===== src/design/temq_pkg.sv =====
// shared types, codes and push routing tables for the timestamp event queues
// no dependencies
`default_nettype none

package temq_pkg;

    localparam int DEPTH_DEF      = 64;
    localparam int NUM_QUEUES_DEF = 6;

    localparam int QIDX_W     = 3;
    localparam int SEC_W      = 64;
    localparam int FRAC_W     = 32;
    localparam int COUNT_W    = 7;
    localparam int FLAG_LSB   = 52;
    localparam int FLAG_W     = 5;
    localparam int STEP_W     = 3;
    localparam int PUSH_STEPS = 7;

    localparam logic [1:0] KIND_PUSH  = 2'd0;
    localparam logic [1:0] KIND_POP   = 2'd1;
    localparam logic [1:0] KIND_COUNT = 2'd2;
    localparam logic [1:0] KIND_CLEAR = 2'd3;

    localparam logic [1:0] ST_OK        = 2'd0;
    localparam logic [1:0] ST_BAD_INDEX = 2'd1;
    localparam logic [1:0] ST_EMPTY     = 2'd2;

    localparam logic [QIDX_W-1:0] Q_GPI0         = 3'd0;
    localparam logic [QIDX_W-1:0] Q_GPI1         = 3'd1;
    localparam logic [QIDX_W-1:0] Q_GPI2         = 3'd2;
    localparam logic [QIDX_W-1:0] Q_GPI3         = 3'd3;
    localparam logic [QIDX_W-1:0] Q_HOST         = 3'd4;
    localparam logic [QIDX_W-1:0] Q_HOST_OR_GPI0 = 3'd5;

    typedef struct packed {
        logic [SEC_W-1:0]  sec;
        logic [FRAC_W-1:0] frac;
    } t_rec;

    typedef struct packed {
        logic              put;
        logic              pop;
        logic              clr;
        logic [QIDX_W-1:0] q;
    } t_qcmd;

    function automatic logic [QIDX_W-1:0] push_step_queue(input logic [STEP_W-1:0] step);
        logic [QIDX_W-1:0] q;
        case (step)
            3'd0:    q = Q_HOST;
            3'd1:    q = Q_HOST_OR_GPI0;
            3'd2:    q = Q_GPI0;
            3'd3:    q = Q_HOST_OR_GPI0;
            3'd4:    q = Q_GPI1;
            3'd5:    q = Q_GPI2;
            default: q = Q_GPI3;
        endcase
        return q;
    endfunction

    function automatic logic [2:0] push_step_flag(input logic [STEP_W-1:0] step);
        logic [2:0] f;
        case (step)
            3'd0, 3'd1: f = 3'd0;
            3'd2, 3'd3: f = 3'd1;
            3'd4:       f = 3'd2;
            3'd5:       f = 3'd3;
            default:    f = 3'd4;
        endcase
        return f;
    endfunction

endpackage

`default_nettype wire


===== src/design/temq_qstate.sv =====
// per-queue write pointer, read pointer and fill count with one shared step unit
// depends on temq_pkg
`default_nettype none

module temq_qstate #(
    parameter int DEPTH      = temq_pkg::DEPTH_DEF,
    parameter int NUM_QUEUES = temq_pkg::NUM_QUEUES_DEF
) (
    input  wire                          i_clk,
    input  wire                          i_rst_n,
    input  temq_pkg::t_qcmd              i_cmd,
    output logic                         o_valid,
    output logic [$clog2(DEPTH)-1:0]     o_wp,
    output logic [$clog2(DEPTH)-1:0]     o_rp,
    output logic [$clog2(DEPTH+1)-1:0]   o_cnt,
    output logic [$clog2(DEPTH+1)-1:0]   o_nxt_cnt
);

    localparam int PW = $clog2(DEPTH);
    localparam int CW = $clog2(DEPTH + 1);
    localparam int QW = $clog2(NUM_QUEUES);

    logic [PW-1:0] r_wp  [NUM_QUEUES];
    logic [PW-1:0] r_rp  [NUM_QUEUES];
    logic [CW-1:0] r_cnt [NUM_QUEUES];

    logic [QW-1:0] idx;
    logic [PW-1:0] sel_ptr;
    logic [PW-1:0] nxt_ptr;

    assign idx     = i_cmd.q[QW-1:0];
    assign o_valid = (int'(i_cmd.q) < NUM_QUEUES);

    always_comb begin
        o_wp  = '0;
        o_rp  = '0;
        o_cnt = '0;
        if (o_valid) begin
            o_wp  = r_wp[idx];
            o_rp  = r_rp[idx];
            o_cnt = r_cnt[idx];
        end
    end

    // shared pointer / count step
    assign sel_ptr   = i_cmd.put ? o_wp : o_rp;
    assign nxt_ptr   = (sel_ptr == PW'(DEPTH - 1)) ? '0 : sel_ptr + 1'b1;
    assign o_nxt_cnt = i_cmd.put ? o_cnt + 1'b1 : o_cnt - 1'b1;

    always_ff @(posedge i_clk) begin
        if (!i_rst_n) begin
            for (int i = 0; i < NUM_QUEUES; i++) begin
                r_wp[i]  <= '0;
                r_rp[i]  <= '0;
                r_cnt[i] <= '0;
            end
        end else if (o_valid) begin
            if (i_cmd.clr) begin
                r_wp[idx]  <= '0;
                r_rp[idx]  <= '0;
                r_cnt[idx] <= '0;
            end else if (i_cmd.put) begin
                // full queue drops the beat
                if (o_cnt != CW'(DEPTH)) begin
                    r_wp[idx]  <= nxt_ptr;
                    r_cnt[idx] <= o_nxt_cnt;
                end
            end else if (i_cmd.pop) begin
                if (o_cnt != '0) begin
                    r_rp[idx]  <= nxt_ptr;
                    r_cnt[idx] <= o_nxt_cnt;
                end
            end
        end
    end

endmodule

`default_nettype wire


===== config.mk =====
export PLATFORM = sky130hd
export DESIGN_NAME = temq_qstate
export DESIGN_NICKNAME = d
export VERILOG_FILES = /design/src/design/temq_pkg.sv /design/src/design/temq_qstate.sv
export SDC_FILE = /design/constraint.sdc
export NUM_CORES = 1
export LEC_CHECK = 0
export BUFFER_PORTS_ARGS = -buffer_cell sky130_fd_sc_hd__buf_2
export CAP_MARGIN = 20
export CORE_MARGIN = 3
export CORE_UTILIZATION = 55
export DETAILED_ROUTE_END_ITERATION = 10
export PLACE_DENSITY = 0.73
export SYNTH_ARGS = -nofsm -noshare
export SYNTH_HDL_FRONTEND = slang
export SYNTH_SLANG_ARGS = --single-unit

===== constraint.sdc =====
create_clock -name i_clk -period 7.7 [get_ports i_clk]
set_input_delay 1.54 -clock i_clk [delete_from_list [all_inputs] [get_ports i_clk]]
set_output_delay 1.54 -clock i_clk [all_outputs]
set_load 0.01 [all_outputs]

* Word level (Yosys, flattened, before mapping) *
Memory sizes are Yosys's and may differ from the RTL's.
Cells that the tools add are included.

storage, ports and cells
  output and inout bits = 27
  word-level logic and storage cells = 54
  input port bits = 8
  memories kept = 3
  bits in registers = 0
  memory bits (writable) = 114

memories
  memory  words  width  rd ports  clocked after memory_dff  wr ports  RTL line           text
  r_cnt   6      7      1         0                         6         temq_qstate.sv:25  logic [CW-1:0] r_cnt [NUM_QUEUES];
  r_rp    6      6      1         0                         6         temq_qstate.sv:24  logic [PW-1:0] r_rp [NUM_QUEUES];
  r_wp    6      6      1         0                         6         temq_qstate.sv:23  logic [PW-1:0] r_wp [NUM_QUEUES];

operators by class
  equality and inequality tests = 2
  mux-type cells = 37
  reduce and logical (&&, ||, !) cells = 4
  $add $sub $neg = 3
  magnitude comparators = 1
  bitwise operators = 4

operators by type and width
  operator                                                            count
  6-bit two-way mux                                                   8
  7-bit two-way mux                                                   5
  1-bit two-way mux                                                   21
  6-bit OR reduction                                                  2
  3-bit two-way mux                                                   3
  7-bit by 1-bit adder with 7-bit output, second input constant       1
  7-bit != test, second input constant                                1
  7-bit nonzero test                                                  1
  7-bit OR reduction                                                  1
  7-bit by 1-bit subtractor with 7-bit output, second input constant  1
  6-bit by 1-bit adder with 6-bit output, second input constant       1
  6-bit == test, second input constant                                1
  1-bit bitwise OR                                                    4
  3-bit less-than comparator, second input constant                   1

* Logic depth before layout (Yosys ltp) *
  depth after elaboration = 13
  depth in mapped cells = 14
  depth with buffers taken out = 11

* Worst setup path after synthesis *
No wires, ideal clock.

  path kind = input to output
  from = input i_cmd[0] (netlist bit)
  to = output o_nxt_cnt[4]
  arrival = 3.898 ns
  buffers on the path = 2
  setup slack = 2.262 ns
  required time = 6.160 ns
  stages = 10
  cell sequence = buf_6 buf_6 mux2_4 a222oi_1 inv_1 fa_1 a21o_1 a21oi_1 xor2_1 inv_1

between the ends
  cells in the longest elaborated chain, start to end = 4
  elaborated cells on any way between the ends = 6
  those cells by class = add/sub: 2; order compare: 1; mux: 2; memory: 1

RTL lines
  item                                                                                                   RTL line           text
  from (decl)                                                                                            temq_qstate.sv:11  input temq_pkg::t_qcmd i_cmd,
  memory 6 x 7 bit or 3-bit less-than comparator (tied branches)                                         --
  7-bit two-way mux (*)                                                                                  temq_qstate.sv:38  if (o_valid) begin
  via o_cnt[1]                                                                                           temq_qstate.sv:15  output logic [$clog2(DEPTH+1)-1:0] o_cnt,
  7-bit by 1-bit subtractor with 7-bit output or 7-bit by 1-bit adder with 7-bit output (tied branches)  temq_qstate.sv:48  assign o_nxt_cnt = i_cmd.put ? o_cnt + 1'b1 : o_cnt - 1'b1;
  7-bit two-way mux (*)                                                                                  temq_qstate.sv:48
  to (decl)                                                                                              temq_qstate.sv:16  output logic [$clog2(DEPTH+1)-1:0] o_nxt_cnt

The timed path passes the listed nets; every way through them passes the cells marked *.

* Final worst setup path *
  from = input i_cmd[0] (netlist bit)
  to = output o_nxt_cnt[4]

between the ends
  cells in the longest elaborated chain, start to end = 4
  elaborated cells on any way between the ends = 6
  those cells by class = add/sub: 2; order compare: 1; mux: 2; memory: 1

RTL lines
  item                                                                                                   RTL line
  memory 6 x 7 bit or 3-bit less-than comparator (tied branches)                                         --
  7-bit two-way mux (*)                                                                                  temq_qstate.sv:38
  7-bit by 1-bit subtractor with 7-bit output or 7-bit by 1-bit adder with 7-bit output (tied branches)  temq_qstate.sv:48
  7-bit two-way mux (*)                                                                                  temq_qstate.sv:48

Mark *: on every way between the ends. The rest lies on a longest branch, timed or not.

==> impl_metrics.json <==
{
  "yosysSeqAreaShare": 0.5786,
  "post-place-cells": 659,
  "start_util": 0.5680,
  "first_iter_violations": 521,
  "cts_resized": 0,
  "synth_edf_count": 114,
  "power_w": 0.001712,
  "startpoint_type": "primary input",
  "syn_to_final_growth_pct": 14.23,
  "synth_warnings": 0,
  "clk_pin_slew_ns": 0.06,
  "grt_use_total": 0.2628,
  "grt_pass1_wl_um": 23180,
  "drt-wirelength-per-cell_um": 21.84,
  "netlist.area_leader.share": 0.5786,
  "yosysTopAreaCell": "edfxtp_1",
  "numCtsBuffers": 17,
  "gp_congestion": 0.9156,
  "worstHoldPathType": "register to register",
  "vias_per_cell": 6.177,
  "crit_path_end_kind": "output port",
  "relSlewSlack": 0.2615,
  "wl_um": 15090,
  "setup_viol": 0,
  "synth_seq_cells": 114,
  "finalClockSkew_ns": 0.006897,
  "cts_tree": "done",
  "grt_overflow": 0,
  "die_w_um": 109.7,
  "core_mm2": 0.01042,
  "drt_first_pass_iters": 5,
  "vias": 4268,
  "clkLatencyLatePin_ns": 0.51,
  "synth-async-reset-ratio": 0,
  "critPathKind": "primary input to output port",
  "worstPathArrival_ns": 4.83,
  "io_pins": 35,
  "max-vdd-ir-drop_mv": 0.1337,
  "fillers": 809,
  "grt_pass1_vias": 4170,
  "r2r_cells": 8,
  "io_buffers": 34,
  "dp_hpwl_um": 10520,
  "fp-row-count": 37,
  "antenna_cells": 0,
  "status": "complete, no violations",
  "hold_viol": 0,
  "synth_top_flop_cell": "edfxtp_1",
  "remaining_drc_errors": 0,
  "fin_setup_tns_ns": 0,
  "min_path_cells": 5,
  "p_leak_nw": 2.779,
  "antenna_found_initial": 0,
  "p_per_area_mw_per_mm2": 253.3,
  "clockRootBuffer": "clkbuf_8",
  "postCtsHoldBufs": 0,
  "grt_max_degree": 33,
  "die_area_mm2": 0.01204,
  "avgSynthCellArea_um2": 11.69,
  "worst_pin_slew_ns": 1.096,
  "cts_buffer_depth": 2,
  "rsz0062_at_grt": "false",
  "cp_max_fo": 32,
  "drive_gt1_frac": 0.2018,
  "clock.fmax_ghz": 0.1569,
  "synthCells": 506,
  "die_y_um": 109.7,
  "synth_area_leaders": "edfxtp_1, nor2_1, mux2i_1",
  "final_nets": 558,
  "synth_area_mm2": 0.005917,
  "synthesis.nets": 521,
  "antenna_left": 0,
  "required_ns": 6.16,
  "synth_cell_types": 50,
  "numClockSinks": 114,
  "finalCriticalPeriod_ns": 6.372,
  "layout.cells.non_filler": 691,
  "cap_violations": 0,
  "finalMaxSlewViolations": 0,
  "postCtsSetupBuffers": 0,
  "h-tree-depth": 4,
  "finalCritPeriodShare": 0.8275
}
[registers in the layout, summed over array words and instances, names as in the netlist]
name / cells
r_cnt: 42
r_rp: 36
r_wp: 36
[path summary, 6_finish.rpt]
check | from | end | slack, ns
min | r_cnt[2][0] | r_cnt[2][0] | 1.08
min reg2reg | r_cnt[2][0] | r_cnt[2][0] | 1.08
max reg2reg | r_cnt[5][1] | r_cnt[3][0] | 4.34
max | i_cmd[0] | o_nxt_cnt[4] | 1.33
[critical path, stage by stage]
cell      delay, ns
buf_2          0.40
buf_4          0.41
nor2b_1        0.24
a222oi_1       0.55
inv_1          0.18
fa_1           0.44
a21o_1         0.17
a21oi_1        0.22
xor2_1         0.44
inv_1          0.07
buf_2          0.15
[cell usage in the layout, fill, tap and decap left out, types with 6 or more instances in the layout]
cell type / instances
o22ai_1: 6
mux2_2: 22
nand3_1: 11
edfxtp_1: 114
nor3_1: 16
clkbuf_16: 16
o21ai_0: 15
nand2b_1: 8
nand2_1: 29
and2_1: 7
buf_2: 34
ha_1: 6
inv_1: 29
buf_4: 9
nor2_1: 92
a21oi_1: 14
and3_1: 12
nor2b_1: 7
clkinv_1: 6
mux2i_1: 30
[power breakdown]
part / total (W) / leakage, nW / switching [W] / internal [W]
logic: 0.000205 / 1.32 / 0.000135 / 0.0000700
registers: 0.000722 / 1.18 / 0.00000828 / 0.000713
clock network: 0.000785 / 0.275 / 0.000270 / 0.000515
total: 0.00171 / 2.78 / 0.000413 / 0.00130
[kinds of logic (layout without fill, tap and decap cells)]
family	count (synthesis)	count (layout)	synth area share
adders and majority gates	7	7	0.01607
xor gates and xnor gates	8	8	0.01184
and+or+nand+nor	191	191	0.1491
buffers and inverters	55	104	0.04462
DFF	114	114	0.5786
muxes	58	58	0.1123
AOI/OAI and AO/OA	73	73	0.08754
[per-layer routing]
metal / routed length [µm] / GRT usage
met5: 0 / 0
met1: 6260 / 0.3735
met3: 1348 / 0.04932
met2: 7136 / 0.4067
met4: 344 / 0.09261
[stage by stage]
step	area [µm²]	worst slack, ns	hold slack (ns)	util
detailed placement	6170	1.376	1.051	0.5923
global placement	6162	1.512	1.034	0.5916
CTS	6754	1.359	1.073	0.6484
finish	6759	1.328	1.076	0.6489
floorplan	5917	2.262	0.9560	-
global route	6759	1.093	1.175	0.6489
[synth_stat cells, types with 2 or more instances]
cell type,count
edfxtp_1,114
nor2_1,92
mux2i_1,30
inv_1,29
nand2_1,29
mux2_2,22
nor3_1,16
o21ai_0,15
a21oi_1,14
and3_1,12
nand3_1,11
buf_2,10
nand2b_1,8
and2_1,7
nor2b_1,7
clkbuf_1,6
ha_1,6
o22ai_1,6
buf_6,5
o21ai_1,5
o21ai_2,5
o22a_1,5
a222oi_1,4
mux4_2,4
xnor2_1,4
xor2_1,4
a22oi_1,3
buf_1,3
buf_4,2
nand3b_1,2
nor4_2,2
o2111ai_1,2
o211a_1,2
o211ai_1,2
o211ai_2,2
o221a_2,2
[layout make-up]
class,count,area (µm²),share of cell area
well taps,136,170.2,0.02518
clock buffers,17,414.1,0.06127
clock inverters,14,170.2,0.02518
flip-flops and latches,114,3423,0.5065
multi-input cells,337,2230,0.3299
repair buffers,44,242.7,0.03591
inverters,29,108.9,0.01611
Power figures use the tool's default switching activity.
